[src/rtl/rgp_pkg.sv]
// Shared types, constants and register map of the RGB565 gradient pixel block.
// Used by every module under rtl; depends on nothing.
`default_nettype none
package rgp_pkg;

  localparam int IDX_W   = 10;   // pixel index width
  localparam int CNT_W   = 11;   // pixel count width
  localparam int CH_W    = 6;    // widest colour channel (green)
  localparam int RB_W    = 5;    // red and blue channel width
  localparam int NUM_CH  = 3;
  localparam int QUO_W   = 6;    // quotient magnitude is below 64
  localparam int REM_W   = 16;   // index times delta magnitude, at most 64449
  localparam int BYTE_W  = 8;

  localparam logic [CNT_W-1:0] MAX_PIXELS = 11'd1024;

  localparam int CH_RED   = 0;
  localparam int CH_GREEN = 1;
  localparam int CH_BLUE  = 2;

  localparam int ADDR_W = 5;
  localparam int DATA_W = 32;

  localparam logic [2:0] REG_START_RED   = 3'd0;
  localparam logic [2:0] REG_START_GREEN = 3'd1;
  localparam logic [2:0] REG_START_BLUE  = 3'd2;
  localparam logic [2:0] REG_END_RED     = 3'd3;
  localparam logic [2:0] REG_END_GREEN   = 3'd4;
  localparam logic [2:0] REG_END_BLUE    = 3'd5;
  localparam logic [2:0] REG_PIXEL_COUNT = 3'd6;

  typedef struct packed {
    logic [RB_W-1:0]  start_red;
    logic [CH_W-1:0]  start_green;
    logic [RB_W-1:0]  start_blue;
    logic [RB_W-1:0]  end_red;
    logic [CH_W-1:0]  end_green;
    logic [RB_W-1:0]  end_blue;
    logic [CNT_W-1:0] pixel_count;
  } cfg_t;

  // Data handed from cell to cell along the division chain.
  typedef struct packed {
    logic                           oor;
    logic [CNT_W-1:0]               cnt;
    logic [NUM_CH-1:0]              neg;
    logic [NUM_CH-1:0][REM_W-1:0]   rem;
    logic [NUM_CH-1:0][QUO_W-1:0]   quo;
  } div_data_t;

endpackage
`default_nettype wire

[src/rtl/rgb565_gradient_pixel.sv]
// RGB565 gradient pixel generator, top level.
// Depends on rgp_pkg, rgp_cfg_regs, rgp_front and rgp_div_cell.
//
// Usage: program the start colour, end colour and pixel count over the APB
// port while no pixel is in flight. Each transfer on the in_ stream carries a
// pixel index; each transfer on the out_ stream carries that gradient pixel
// as two RGB565 bytes (high byte in tdata bits 7:0, low byte in 15:8) and an
// out-of-range flag in tuser, in which case both bytes are zero.
// An input transfer reaches out_tvalid through the entry register, which
// takes the index at the transfer edge, then a chain of six division cells
// (one quotient bit each) and the output register. Throughput is one pixel
// per cycle unless the output stalls; the pipeline holds up to eight pixels in flight.
// When the receiver stalls with a result waiting, the whole chain holds and
// in_tready drops in the same cycle; it rises again once the result is taken.
// Reset clears all valid flags and loads the register reset values: start
// black, end white, 1024 pixels.
`default_nettype none
module rgb565_gradient_pixel (
  input  wire logic                       clk,
  input  wire logic                       rst_n,
  // in_tdata: [9:0] pixel_index, [15:10] zero
  input  wire logic [15:0]                in_tdata,
  input  wire logic                       in_tvalid,
  output logic                            in_tready,
  // out_tdata: [7:0] pixel_high_byte, [15:8] pixel_low_byte
  output logic [15:0]                     out_tdata,
  // out_tuser: [0] index_out_of_range
  output logic                            out_tuser,
  output logic                            out_tvalid,
  input  wire logic                       out_tready,
  input  wire logic                       cfg_psel,
  input  wire logic                       cfg_penable,
  input  wire logic                       cfg_pwrite,
  input  wire logic [rgp_pkg::ADDR_W-1:0] cfg_paddr,
  input  wire logic [rgp_pkg::DATA_W-1:0] cfg_pwdata,
  output logic      [rgp_pkg::DATA_W-1:0] cfg_prdata,
  output logic                            cfg_pready
);

  localparam int NUM_CELLS = rgp_pkg::QUO_W;

  rgp_pkg::cfg_t                          cfg;
  logic                                   en;
  logic [NUM_CELLS:0]                     stage_valid;
  rgp_pkg::div_data_t                     stage_data [NUM_CELLS+1];
  rgp_pkg::div_data_t                     last;

  logic [rgp_pkg::NUM_CH-1:0][rgp_pkg::CH_W-1:0] start_ch;
  logic [rgp_pkg::NUM_CH-1:0][rgp_pkg::CH_W-1:0] chan;
  logic [rgp_pkg::NUM_CH-1:0][rgp_pkg::CH_W:0]   step;
  logic [rgp_pkg::BYTE_W-1:0]             high_byte, low_byte;

  logic                                   out_valid_r, out_valid_nxt;
  logic [15:0]                            out_data_r, out_data_nxt;
  logic                                   out_oor_r, out_oor_nxt;

  assign cfg_pready = 1'b1;

  rgp_cfg_regs u_cfg (
    .clk     (clk),
    .rst_n   (rst_n),
    .psel    (cfg_psel),
    .penable (cfg_penable),
    .pwrite  (cfg_pwrite),
    .paddr   (cfg_paddr),
    .pwdata  (cfg_pwdata),
    .prdata  (cfg_prdata),
    .cfg     (cfg)
  );

  // The chain advances whenever the output register is free or being emptied.
  assign en        = !out_valid_r || out_tready;
  assign in_tready = en;

  rgp_front u_front (
    .clk         (clk),
    .rst_n       (rst_n),
    .en          (en),
    .in_valid    (in_tvalid),
    .pixel_index (in_tdata[rgp_pkg::IDX_W-1:0]),
    .cfg         (cfg),
    .out_valid   (stage_valid[0]),
    .out_data    (stage_data[0])
  );

  for (genvar k = 0; k < NUM_CELLS; k++) begin : g_cell
    rgp_div_cell #(
      .SHIFT (NUM_CELLS - 1 - k)
    ) u_cell (
      .clk       (clk),
      .rst_n     (rst_n),
      .en        (en),
      .in_valid  (stage_valid[k]),
      .in_data   (stage_data[k]),
      .out_valid (stage_valid[k+1]),
      .out_data  (stage_data[k+1])
    );
  end

  assign last = stage_data[NUM_CELLS];

  assign start_ch[rgp_pkg::CH_RED]   = rgp_pkg::CH_W'(cfg.start_red);
  assign start_ch[rgp_pkg::CH_GREEN] = cfg.start_green;
  assign start_ch[rgp_pkg::CH_BLUE]  = rgp_pkg::CH_W'(cfg.start_blue);

  // Apply the sign to the truncated quotient and add it to the start value.
  always_comb begin
    for (int c = 0; c < rgp_pkg::NUM_CH; c++) begin
      step[c] = last.neg[c] ? -{1'b0, last.quo[c]} : {1'b0, last.quo[c]};
      chan[c] = start_ch[c] + step[c][rgp_pkg::CH_W-1:0];
    end
    high_byte = {chan[rgp_pkg::CH_RED][rgp_pkg::RB_W-1:0],
                 chan[rgp_pkg::CH_GREEN][5:3]};
    low_byte  = {chan[rgp_pkg::CH_GREEN][2:0],
                 chan[rgp_pkg::CH_BLUE][rgp_pkg::RB_W-1:0]};
  end

  always_comb begin
    out_valid_nxt = out_valid_r;
    out_data_nxt  = out_data_r;
    out_oor_nxt   = out_oor_r;
    if (en) begin
      out_valid_nxt = stage_valid[NUM_CELLS];
      out_oor_nxt   = last.oor;
      out_data_nxt  = last.oor ? '0 : {low_byte, high_byte};
    end
  end

  always_ff @(posedge clk) begin
    if (!rst_n) begin
      out_valid_r <= 1'b0;
    end else begin
      out_valid_r <= out_valid_nxt;
    end
  end

  always_ff @(posedge clk) begin
    out_data_r <= out_data_nxt;
    out_oor_r  <= out_oor_nxt;
  end

  assign out_tvalid = out_valid_r;
  assign out_tdata  = out_data_r;
  assign out_tuser  = out_oor_r;

  a_oor_zero: assert property (@(posedge clk) disable iff (!rst_n)
    out_valid_r && out_oor_r |-> out_data_r == '0)
    else $error("out-of-range result carries non-zero bytes");

  a_ready_follows_stall: assert property (@(posedge clk) disable iff (!rst_n)
    in_tready == (!out_valid_r || out_tready))
    else $error("input ready does not follow the output stall");

  a_stall_holds_chain: assert property (@(posedge clk) disable iff (!rst_n)
    out_valid_r && !out_tready |=> $stable(stage_valid))
    else $error("division chain moved during an output stall");

  a_reset_clears: assert property (@(posedge clk)
    !rst_n |=> !out_valid_r && stage_valid == '0)
    else $error("valid flags not cleared by reset");

endmodule
`default_nettype wire

[src/rtl/rgp_cfg_regs.sv]
// Configuration register file of the gradient block, written and read over APB.
// Depends on rgp_pkg.
`default_nettype none
module rgp_cfg_regs (
  input  wire logic                        clk,
  input  wire logic                        rst_n,
  input  wire logic                        psel,
  input  wire logic                        penable,
  input  wire logic                        pwrite,
  input  wire logic [rgp_pkg::ADDR_W-1:0]  paddr,
  input  wire logic [rgp_pkg::DATA_W-1:0]  pwdata,
  output logic      [rgp_pkg::DATA_W-1:0]  prdata,
  output rgp_pkg::cfg_t                    cfg
);

  rgp_pkg::cfg_t cfg_r, cfg_nxt;
  logic [2:0]    reg_idx;
  logic          wr_en;

  assign reg_idx = paddr[rgp_pkg::ADDR_W-1:2];
  assign wr_en   = psel & penable & pwrite;

  always_comb begin
    cfg_nxt = cfg_r;
    if (wr_en) begin
      case (reg_idx)
        rgp_pkg::REG_START_RED:   cfg_nxt.start_red   = pwdata[rgp_pkg::RB_W-1:0];
        rgp_pkg::REG_START_GREEN: cfg_nxt.start_green = pwdata[rgp_pkg::CH_W-1:0];
        rgp_pkg::REG_START_BLUE:  cfg_nxt.start_blue  = pwdata[rgp_pkg::RB_W-1:0];
        rgp_pkg::REG_END_RED:     cfg_nxt.end_red     = pwdata[rgp_pkg::RB_W-1:0];
        rgp_pkg::REG_END_GREEN:   cfg_nxt.end_green   = pwdata[rgp_pkg::CH_W-1:0];
        rgp_pkg::REG_END_BLUE:    cfg_nxt.end_blue    = pwdata[rgp_pkg::RB_W-1:0];
        rgp_pkg::REG_PIXEL_COUNT: cfg_nxt.pixel_count = pwdata[rgp_pkg::CNT_W-1:0];
        default: ;
      endcase
    end
  end

  always_ff @(posedge clk) begin
    if (!rst_n) begin
      cfg_r.start_red   <= '0;
      cfg_r.start_green <= '0;
      cfg_r.start_blue  <= '0;
      cfg_r.end_red     <= '1;
      cfg_r.end_green   <= '1;
      cfg_r.end_blue    <= '1;
      cfg_r.pixel_count <= rgp_pkg::MAX_PIXELS;
    end else begin
      cfg_r <= cfg_nxt;
    end
  end

  always_comb begin
    prdata = '0;
    case (reg_idx)
      rgp_pkg::REG_START_RED:   prdata = rgp_pkg::DATA_W'(cfg_r.start_red);
      rgp_pkg::REG_START_GREEN: prdata = rgp_pkg::DATA_W'(cfg_r.start_green);
      rgp_pkg::REG_START_BLUE:  prdata = rgp_pkg::DATA_W'(cfg_r.start_blue);
      rgp_pkg::REG_END_RED:     prdata = rgp_pkg::DATA_W'(cfg_r.end_red);
      rgp_pkg::REG_END_GREEN:   prdata = rgp_pkg::DATA_W'(cfg_r.end_green);
      rgp_pkg::REG_END_BLUE:    prdata = rgp_pkg::DATA_W'(cfg_r.end_blue);
      rgp_pkg::REG_PIXEL_COUNT: prdata = rgp_pkg::DATA_W'(cfg_r.pixel_count);
      default:                  prdata = '0;
    endcase
  end

  assign cfg = cfg_r;

endmodule
`default_nettype wire

[src/rtl/rgp_front.sv]
// Entry stage: saturates the count, flags out-of-range indices and forms the
// per-channel dividend |index * (end - start)| with its sign. Depends on rgp_pkg.
`default_nettype none
module rgp_front (
  input  wire logic                       clk,
  input  wire logic                       rst_n,
  input  wire logic                       en,
  input  wire logic                       in_valid,
  input  wire logic [rgp_pkg::IDX_W-1:0]  pixel_index,
  input  wire rgp_pkg::cfg_t              cfg,
  output logic                            out_valid,
  output rgp_pkg::div_data_t              out_data
);

  logic                                               valid_r;
  rgp_pkg::div_data_t                                 data_r, data_nxt;
  logic [rgp_pkg::CNT_W-1:0]                          cnt_eff;
  logic [rgp_pkg::NUM_CH-1:0][rgp_pkg::CH_W-1:0]      from_ch, to_ch;
  logic [rgp_pkg::NUM_CH-1:0][rgp_pkg::CH_W:0]        delta;
  logic [rgp_pkg::NUM_CH-1:0][rgp_pkg::CH_W-1:0]      mag;

  assign from_ch[rgp_pkg::CH_RED]   = rgp_pkg::CH_W'(cfg.start_red);
  assign from_ch[rgp_pkg::CH_GREEN] = cfg.start_green;
  assign from_ch[rgp_pkg::CH_BLUE]  = rgp_pkg::CH_W'(cfg.start_blue);
  assign to_ch[rgp_pkg::CH_RED]     = rgp_pkg::CH_W'(cfg.end_red);
  assign to_ch[rgp_pkg::CH_GREEN]   = cfg.end_green;
  assign to_ch[rgp_pkg::CH_BLUE]    = rgp_pkg::CH_W'(cfg.end_blue);

  assign cnt_eff = (cfg.pixel_count > rgp_pkg::MAX_PIXELS) ? rgp_pkg::MAX_PIXELS
                                                           : cfg.pixel_count;

  always_comb begin
    data_nxt.cnt = cnt_eff;
    // A count of zero makes every index out of range.
    data_nxt.oor = (rgp_pkg::CNT_W'(pixel_index) >= cnt_eff);
    data_nxt.quo = '0;
    for (int c = 0; c < rgp_pkg::NUM_CH; c++) begin
      delta[c] = {1'b0, to_ch[c]} - {1'b0, from_ch[c]};
      data_nxt.neg[c] = delta[c][rgp_pkg::CH_W];
      mag[c] = delta[c][rgp_pkg::CH_W] ? rgp_pkg::CH_W'(-delta[c])
                                       : delta[c][rgp_pkg::CH_W-1:0];
      data_nxt.rem[c] = rgp_pkg::REM_W'(pixel_index) * rgp_pkg::REM_W'(mag[c]);
    end
  end

  always_ff @(posedge clk) begin
    if (!rst_n) begin
      valid_r <= 1'b0;
    end else if (en) begin
      valid_r <= in_valid;
    end
  end

  always_ff @(posedge clk) begin
    if (en) begin
      data_r <= data_nxt;
    end
  end

  assign out_valid = valid_r;
  assign out_data  = data_r;

endmodule
`default_nettype wire

[src/rtl/rgp_div_cell.sv]
// One cell of the restoring division chain: settles one quotient bit for all
// three channels and passes the item on. Depends on rgp_pkg.
`default_nettype none
module rgp_div_cell #(
  parameter int SHIFT = 0
) (
  input  wire logic               clk,
  input  wire logic               rst_n,
  input  wire logic               en,
  input  wire logic               in_valid,
  input  wire rgp_pkg::div_data_t in_data,
  output logic                    out_valid,
  output rgp_pkg::div_data_t      out_data
);

  logic                           valid_r;
  rgp_pkg::div_data_t             data_r, data_nxt;
  logic [rgp_pkg::REM_W:0]        trial;

  assign trial = (rgp_pkg::REM_W + 1)'(in_data.cnt) << SHIFT;

  always_comb begin
    data_nxt = in_data;
    for (int c = 0; c < rgp_pkg::NUM_CH; c++) begin
      if ({1'b0, in_data.rem[c]} >= trial) begin
        data_nxt.rem[c]        = in_data.rem[c] - trial[rgp_pkg::REM_W-1:0];
        data_nxt.quo[c][SHIFT] = 1'b1;
      end
    end
  end

  always_ff @(posedge clk) begin
    if (!rst_n) begin
      valid_r <= 1'b0;
    end else if (en) begin
      valid_r <= in_valid;
    end
  end

  always_ff @(posedge clk) begin
    if (en) begin
      data_r <= data_nxt;
    end
  end

  assign out_valid = valid_r;
  assign out_data  = data_r;

endmodule
`default_nettype wire

[config.mk]
export PLATFORM = sky130hd
export DESIGN_NAME = rgb565_gradient_pixel
export DESIGN_NICKNAME = d
export VERILOG_FILES = /design/src/rtl/rgp_pkg.sv /design/src/rtl/rgb565_gradient_pixel.sv /design/src/rtl/rgp_cfg_regs.sv /design/src/rtl/rgp_front.sv /design/src/rtl/rgp_div_cell.sv
export SDC_FILE = /design/constraint.sdc
export NUM_CORES = 1
export LEC_CHECK = 0
export BUFFER_PORTS_ARGS = -buffer_cell sky130_fd_sc_hd__buf_2
export CORE_MARGIN = 5
export CORE_UTILIZATION = 64
export CTS_CLUSTER_DIAMETER = 100
export DETAILED_ROUTE_END_ITERATION = 16
export HOLD_SLACK_MARGIN = 0.08
export PLACE_DENSITY = 0.82
export REMOVE_ABC_BUFFERS = 1
export SLEW_MARGIN = 20
export SYNTH_ARGS = -nofsm -noshare
export SYNTH_HDL_FRONTEND = slang
export SYNTH_SLANG_ARGS = --single-unit
[constraint.sdc]
create_clock -name clk -period 19.3 [get_ports clk]
set_clock_uncertainty 0.15 [all_clocks]
set_input_delay 1.93 -clock clk [delete_from_list [all_inputs] [get_ports clk]]
set_output_delay 1.93 -clock clk [all_outputs]
set_load 0.005 [all_outputs]
Word-level counts from Yosys, hierarchy flattened
Cells that the tools add are included.
{ "classes": {"n_addsub": 27, "mul": 3, "n_lt_le_gt_ge": 20, "n_eq_ne": 6, "n_mux": 23, "bitwise": 2, "n_reduce_logical": 10} }
{ "op_table": {"columns": ["cell", "count"], "rows": [
  ["2-to-1 mux 16 bit", 15],
  ["case mux 11 bit (7 select lines)", 1],
  ["greater-or-equal comparator 16 x 11 -> 1 bit", 3],
  ["greater-or-equal comparator 16 x 12 -> 1 bit", 3],
  ["greater-or-equal comparator 16 x 13 -> 1 bit", 3],
  ["greater-or-equal comparator 16 x 14 -> 1 bit", 3],
  ["greater-or-equal comparator 16 x 15 -> 1 bit", 3],
  ["greater-or-equal comparator 16 bit", 3],
  ["multiplier 10 x 6 -> 16 bit", 3],
  ["subtractor 16 x 12 -> 16 bit", 3],
  ["subtractor 16 x 13 -> 16 bit", 3],
  ["subtractor 16 x 14 -> 16 bit", 3],
  ["subtractor 16 x 15 -> 16 bit", 3],
  ["subtractor 16 bit", 3],
  ["2-to-1 mux 6 bit", 4],
  ["negation 6 bit", 4],
  ["AND reduction 2 bit", 7],
  ["subtractor 5 x 5 -> 6 bit", 2],
  ["greater-or-equal comparator 10 x 11 -> 1 bit", 1],
  ["> comparator 11 bit (second input constant)", 1],
  ["2-to-1 mux 11 bit", 1],
  ["adder 5 bit", 2],
  ["2-to-1 mux 5 bit", 2],
  ["negation 5 bit", 2],
  ["other kinds (9)", 13]
]} }
{ "totals": {"register_bits": 501, "in_bits": 60, "output_inout_bits": 52, "word_cells": 175} }

Longest topological paths before layout
Gate-level depths: netlist of run 1.
{ "logic_depth": {"ltp_word": 4, "ltp_mapped": 24, "depth_no_buf": 24} }

Hierarchy
Synthesis of run 1 repeated with hierarchy kept, for this count alone.
{ "unflattened": {"cells_unflattened": 3632, "hier_area_um2": 40686.5} }
{ "by_module_without_submodules": {"columns": ["mod", "n_inst", "cells_per_inst", "area_per_inst_um2", "seq_area_each_um2"], "rows": [
  ["rgp_front", 1, 900, 8698.3, 1911.8],
  ["rgp_div_cell (g_cell[4].u_cell)", 1, 413, 4921.0, 2452.4],
  ["rgp_div_cell (g_cell[5].u_cell)", 1, 418, 4757.1, 2452.4],
  ["rgp_div_cell (g_cell[2].u_cell)", 1, 400, 4722.0, 2452.4],
  ["rgp_div_cell (g_cell[3].u_cell)", 1, 401, 4645.7, 2452.4],
  ["rgp_div_cell (g_cell[1].u_cell)", 1, 386, 4639.4, 2452.4],
  ["rgp_div_cell (g_cell[0].u_cell)", 1, 344, 4566.9, 2452.4],
  ["rgp_cfg_regs", 1, 242, 2338.5, 860.8],
  ["rgb565_gradient_pixel", 1, 128, 1397.6, 530.5]
]} }

Worst setup path before layout of run 1
No wires, ideal clock.
{ "synth_path": {"kind": "input to register", "start": "in out_tready", "end": "reg g_cell[0].u_cell.data_r (netlist bit g_cell[0].u_cell.out_data[11]) (enable)", "setup_ns": 3.649, "t_arrival_ns": 10.578, "required_ns": 15.501, "setup_slack_ns": 4.924, "path_stages": 3, "path_cell_list": "nor2b_1 -> clkbuf_1 -> clkinv_1"} }
{ "synth_between": {"elab_chain_len": 1} }
{ "synth_rtl": {"columns": ["element", "line", "source"], "rows": [
  ["start, declared", "rgb565_gradient_pixel.sv:30", "input wire logic out_tready,"],
  ["logical OR 1 bit", "rgb565_gradient_pixel.sv:72", "assign en = !out_valid_r || out_tready;"],
  ["net in_tready", "rgb565_gradient_pixel.sv:24", "output logic in_tready,"],
  ["end signal, assigned", "rgp_div_cell.sv:42", "data_r <= data_nxt;"],
  ["end, declared", "rgp_div_cell.sv:17", "rgp_pkg::div_data_t data_r, data_nxt;"]
]} }
The timed path passes the listed nets, and every way through them passes these cells.
A chain may end at the register's enable or synchronous reset.

==> impl_metrics.toml, run 1 <==
[pwr]
p_leak_uw = 0.0156
p_total_uw = 5760
ir_drop_uv = 79.4
p_per_area_nw_per_um2 = 156

[finish]
finalNonFillerCells = 3976
drive_above_1_share_pct = 8.18
multiInputGateArea_sq_um = 18300
diodes = 0
num-fill-cells = 3784
areaGrowthSynthToFinish_pct = 7.82
layout.nets = 3740
area.sequential_sq_um = 14500

[critical_path]
start_kind = "flop"
crit_type = "flop to flop"
critical_path_required_ns = 19.50
cpPeakStageDelay_ns = 0.91
path_cells = "inv_1, ha_1, nor2b_1, o21ai_1, a21boi_1, o21a_1, nor2_1, mux2i_1, nand2_1, fa_1, inv_1, ha_1, ha_1, ha_1, fa_1, a21oi_1, nor2b_1, nor3_1, nor2_1, o41ai_1, o21ai_0, xor2_1"
crit_path_end_kind = "flop"
worst_ep_arrival_time_ns = 6.88
worstPathMaxFanout = 10
crit_top_cell = "ha_1"
path_delay_family = "adder cells"
cp_slowest_cell = "mux2i_1"
critPathBufInv = 2

[clock_tree]
cts_max_level = 2
cts_sinks = 501
cts_hold_buf = 0
post_cts_buffers = 0
cts_max_path_buffers = 3
tritoncts = "built"
cts_root_buf = "clkbuf_16"
clk_pin_slew_worst_paths_ns = 0.06
cts_made_buffers = 53
cts_resized = 0
worst_skew_pair.late_latency_ns = 0.61

[floorplanning]
start_util_pct = 65.0
ioPinCount = 112
die_h_um = 241
core_area_sq_um = 52800
die_area_sq_um = 58300
rows = 84
die_x_um = 241

[timing]
fmax_mhz = 150
max-slew-margin-rel_pct = 25.8
setup_viol = 0
fin_crit_sh_pct = 34.6
worst_slew_pin_slew_ns = 1.08
rsz0062_at_grt = "false"
period_minus_slack_ns = 6.68
hold_viol_final = 0
drv_slew = 0
tns_ns = 0

[place]
placement.io_buffers = 60
gp_congestion = 0.977
dp_cells = 3878
hpwl_um = 61200

[global_routing]
grt_overflow = 0
grt_max_degree = 106
grt_pass1_vias = 24000
groute.usage.overall_pct = 27.0
antenna_found_initial = 0
grt_pass1_wl_um = 125000

[route]
viasPerCell = 5.98
drt_wl_total_um = 78400
vias = 23800
first_pass_iters = 7
drc = 0
drtIter0Drc = 1583
ant_nets = 0
post_drt_wl_per_cell_um = 19.7

[synthesis]
synth.top_cell.area_share_pct = 39.4
synthTopCellsByArea = "edfxtp_1 (39%), ha_1 (11%), fa_1 (7.0%)"
yosysSeqAreaShare_pct = 42.4
synth-edff-count = 450
ys_types = 94
synth-async-reset-ratio_pct = 0
synthTopCellsByCount = "edfxtp_1 (450), ha_1 (315), inv_1 (295)"
ys_ff_latch = 501
synth_top_cell_by_area = "edfxtp_1"
synth_cells = 3183
synth-warning-count = 0
ys.flop_type = "edfxtp_1"
avgSynthCellArea_sq_um = 10.8
synth_most_common_cell = "edfxtp_1"
syn_area_sq_um = 34300

[worst_hold_path]
hp-class = "flop to flop"

[outcome]
status = "complete, no violations"

[job]
max-cap-violations = 0
==> metrics by stage <==
step | hold WS, ns | instance area [sq um] | utilization, % | worst slack, ns
floorplan | 0.250 | 33900 | - | 4.85
global placement | 0.251 | 35200 | 66.6 | 12.88
detailed placement | 0.255 | 35200 | 66.6 | 12.68
CTS | 0.269 | 37000 | 70.0 | 12.65
global route | 0.273 | 37000 | 70.1 | 12.33
finish | 0.269 | 37000 | 70.1 | 12.62
==> area by class of cell <==
cell class	instances	area share [%]
clock buffer	67	3.78
sequential	501	39.3
timing repair buffer	70	1.02
clock inverter	31	1.05
tap	688	2.33
inverter	298	3.05
multi-input combinational	2321	49.4
==> final timing paths <==
kind                                                     from                       endpoint  slack [ns]  depth (start not counted)
worst min register to register  g_cell[0].u_cell.out_data[68]  g_cell[1].u_cell.out_data[68]        0.27                          0
worst max-delay path                            u_cfg.cfg[34]           u_front.out_data[49]       12.62                         22
worst max register to register                  u_cfg.cfg[34]           u_front.out_data[49]       12.62                         22
worst min-delay path            g_cell[0].u_cell.out_data[68]  g_cell[1].u_cell.out_data[68]        0.27                          0
==> worst reg2reg max path, delay by kind of cell, from the launching register on <==
kind	cells	cell delay (ns)
xor+xnor	1	0.18
fa+ha+maj	6	2.16
flops	1	0.54
mux	1	0.91
compound gates	6	1.45
buf+inv	2	0.15
simple gates	6	0.87
==> kinds of logic (layout without fill, tap and decap cells) <==
| logic type | after synthesis | count (layout) | share of synthesized area, % |
|---|---|---|---|
| multiplexers | 125 | 125 | 4.02 |
| buffers and inverters | 381 | 466 | 4.55 |
| other | 2 | 22 | 0.0219 |
| flip-flops | 501 | 501 | 42.4 |
| AND/OR/NAND/NOR | 882 | 882 | 13.1 |
| XOR/XNOR | 187 | 187 | 4.84 |
| AO/OA/AOI/OAI | 670 | 670 | 12.5 |
| adder cells (fa/ha/maj) | 435 | 435 | 18.5 |
==> placed cells by master, fill, tap and decap left out, drive strengths merged, types with 13 or more instances in the layout <==
| master | instances |
|---|---|
| and2 | 59 |
| nor2b | 111 |
| conb | 22 |
| nor4 | 16 |
| clkinv | 19 |
| edfxtp | 450 |
| o21ai | 180 |
| o21a | 41 |
| mux2i | 54 |
| nand2 | 265 |
| a21boi | 28 |
| o31ai | 18 |
| nor3 | 59 |
| xnor2 | 123 |
| nor2 | 158 |
| buf | 70 |
| nand2b | 77 |
| a21oi | 183 |
| a31oi | 24 |
| a21o | 81 |
| o211ai | 15 |
| clkbuf | 67 |
| nand4 | 30 |
| mux2 | 68 |
| and3 | 13 |
| inv | 300 |
| ha | 315 |
| fa | 120 |
| nand3 | 29 |
| dfxtp | 51 |
| xor2 | 64 |
==> where the power goes <==
group | switching, uW | total [uW] | internal [uW]
Clock | 416 | 1040 | 622
Sequential | 214 | 1940 | 1720
Combinational | 1530 | 2780 | 1250
==> state kept, by name, summed over array words and instances (netlist names) <==
register / count
g_cell.u_cell.out_valid: 6
out_tuser: 1
out_tvalid: 1
g_cell.u_cell.out_data: 370
u_cfg.cfg: 43
u_front.out_data: 63
out_tdata: 16
u_front.out_valid: 1
==> routing by layer <==
metal / GRT usage [%] / wire (um) / vias up
met2: 46.6 / 38600 / 759
met3: 3.32 / 3940 / 199
met4: 14.1 / 4740 / 0
met5: 0 / 0 / -
li1: - / - / 11400
met1: 33.5 / 31100 / 11400
Note: power is estimated with default switching activity, not from simulation.
==> run 2: changes to the inputs <==
- ABC_AREA: default -> 1
- CORE_UTILIZATION: 64 -> 58
- PLACE_DENSITY: 0.82 -> 0.78
- clock period: 19.3 -> 5.35 ns (I/O delays scaled with it)
==> impl_metrics.toml, run 2 <==
[outcome]
status = "complete, no violations"

[floorplanning]
die_x_um = 260
start_util_pct = 58.7
core_area_sq_um = 61800
die_h_um = 260
ioPinCount = 112
rows = 91
die_area_sq_um = 67600

[pwr]
p_leak_uw = 0.0187
p_per_area_nw_per_um2 = 577
ir_drop_uv = 282
p_total_uw = 23100

[timing]
holdWs_ns = 0.131
worst_slew_pin_slew_ns = 1.01
fin_crit_sh_pct = 96.9
drv_slew = 0
setup_viol = 0
rsz0062_at_grt = "true"
period_minus_slack_ns = 5.18
fmax_mhz = 193
hold_viol_final = 0
tns_ns = 0
max-slew-margin-rel_pct = 32.5
setup_slack_ns = 0.167

[critical_path]
crit_path_end_kind = "flop"
start_kind = "flop"
worst_ep_arrival_time_ns = 5.38
crit_type = "flop to flop"
worstPathMaxFanout = 8
critical_path_required_ns = 5.55

[synthesis]
synth_top_cell_by_area = "edfxtp_1"
synth-edff-count = 450
synth_cells = 4273
ys_types = 58
synth_top_family_by_area = "simple AND/OR/NAND/NOR gates"
ys.flop_type = "edfxtp_1"
synth.top_cell.area_share_pct = 37.3
synth-warning-count = 0
synth_xor_area_share_pct = 3.21
synth_most_common_cell = "nand2_1"
ys_ff_latch = 501
synth_adder_area_share_pct = 17.5
synthTopCellsByCount = "nand2_1 (1,093), inv_1 (629), edfxtp_1 (450)"
synthTopCellsByArea = "edfxtp_1 (37%), nand2_1 (11%), ha_1 (11%)"
syn_area_sq_um = 36300
synth-compound-area-share_pct = 8.90
yosys.area_share.simple_pct = 22.2
synth-async-reset-ratio_pct = 0
synth_mux_area_share_pct = 0
avgSynthCellArea_sq_um = 8.49
yosysSeqAreaShare_pct = 40.1

[worst_hold_path]
hp-class = "input pin to flop"

[route]
drtIter0Drc = 2389
drt_wl_total_um = 90300
viasPerCell = 5.50
first_pass_iters = 6
ant_nets = 0
post_drt_wl_per_cell_um = 17.1
vias = 29100
drc = 0

[clock_tree]
cts_max_path_buffers = 3
clk_pin_slew_worst_paths_ns = 0.07
cts_made_buffers = 54
worst_skew_pair.late_latency_ns = 0.65
tritoncts = "built"
cts_root_buf = "clkbuf_16"
cts_sinks = 501
cts_max_level = 2

[place]
dpl_cell_area_sq_um = 37600
placement.io_buffers = 60
dp_slack_ns = -0.0607
hpwl_um = 71000
gp_congestion = 0.989

[finish]
diodes = 0
areaGrowthSynthToFinish_pct = 10.6
postLayoutCellArea_sq_um = 40100
drive_above_1_share_pct = 8.58
layout.nets = 4906
num-fill-cells = 5076
final_common_cell = "nand2_1"
layout_common_cells = "nand2_1 (1,086), inv_1 (622), edfxtp_1 (450), nor2_1 (341), ha_1 (296)"
largest_reg_flops = 370

[global_routing]
antenna_found_initial = 0
grt_pass1_wl_um = 143000
grt_max_degree = 126
groute.usage.overall_pct = 26.3
grt_pass1_vias = 27900
grt_overflow = 0

[job]
max-cap-violations = 0
## run 2: path summary, 6_finish.rpt
path / from / to / slack, ns / depth (start not counted)
worst max-delay path: u_cfg.cfg[22] / u_front.out_data[33] / 0.17 / 27
worst max register to register: u_cfg.cfg[22] / u_front.out_data[33] / 0.17 / 27
worst min-delay path: cfg_pwdata[4] / u_cfg.cfg[15] / 0.13 / 3
worst min register to register: g_cell[4].u_cell.out_data[4] / g_cell[5].u_cell.out_data[4] / 0.26 / 0
## run 2: area by class of cell
type / count / area (sq um) / share of cell area (%)
clock buffer: 60 / 1370 / 3.43
clock inverter: 38 / 432 / 1.08
inverter: 648 / 2450 / 6.11
multi-input combinational: 3071 / 19300 / 48.2
sequential: 501 / 14500 / 36.3
tap: 837 / 1050 / 2.61
timing repair buffer: 135 / 940 / 2.34
## run 2: worst max-delay path, stage by stage (launching register included)
cell	delay [ns]
dfxtp_1	0.32
inv_1	0.10
ha_2	0.21
inv_2	0.05
fa_2	0.64
inv_2	0.06
ha_1	0.21
inv_1	0.10
nor2_4	0.05
nand2_1	0.11
nand2_1	0.09
nand2_2	0.11
nand2_4	0.10
nor2_1	0.15
fa_1	0.42
inv_1	0.08
fa_1	0.43
fa_1	0.49
inv_1	0.06
ha_4	0.22
a21oi_1	0.16
nand2_1	0.12
nand3_1	0.09
nand2_1	0.09
nand2_1	0.09
nand3_1	0.07
nand2_1	0.06
nand2_1	0.05
## run 2: kinds of logic (layout without fill, tap and decap cells)
kind of cell / Yosys count / in the layout
buf+inv: 721 / 881
flops: 501 / 501
other cells: 2 / 22
fa+ha+maj: 435 / 435
compound gates: 589 / 589
xor+xnor: 132 / 132
simple gates: 1893 / 1893
## run 2: routing by layer
| metal | share of wire [%] | wire length (um) | track usage (%) | up-vias |
|---|---|---|---|---|
| met4 | 7.1 | 6380 | 14.7 | 0 |
| met3 | 6.0 | 5400 | 3.97 | 289 |
| li1 | - | - | - | 14400 |
| met5 | 0 | 0 | 0 | - |
| met2 | 47 | 42600 | 44.4 | 1003 |
| met1 | 40 | 36000 | 32.6 | 13400 |
## run 2: power breakdown
part | internal, uW | switching [uW]
Combinational | 4640 | 7600
Clock | 2160 | 1600
Sequential | 6320 | 806
Total | 13100 | 10000
## run 2: per-stage QoR
| step | util (%) | cells |
|---|---|---|
| floorplan | - | 4220 |
| global placement | 60.9 | 5173 |
| detailed placement | 60.9 | 5173 |
| CTS | 64.0 | 5282 |
| global route | 64.9 | 5290 |
| finish | 64.9 | 5290 |
## run 2: what timing repair did
| item | 4_1_cts | 5_1_grt |
|---|---|---|
| resized for setup | 3 | 97 |
| hold buffers | 11 | 0 |
| pin swaps | 0 | 24 |
| endpoints found under the hold margin | 18 | 0 |
| buffers inserted | 0 | 8 |
| endpoints found under the setup margin | 5 | 24 |
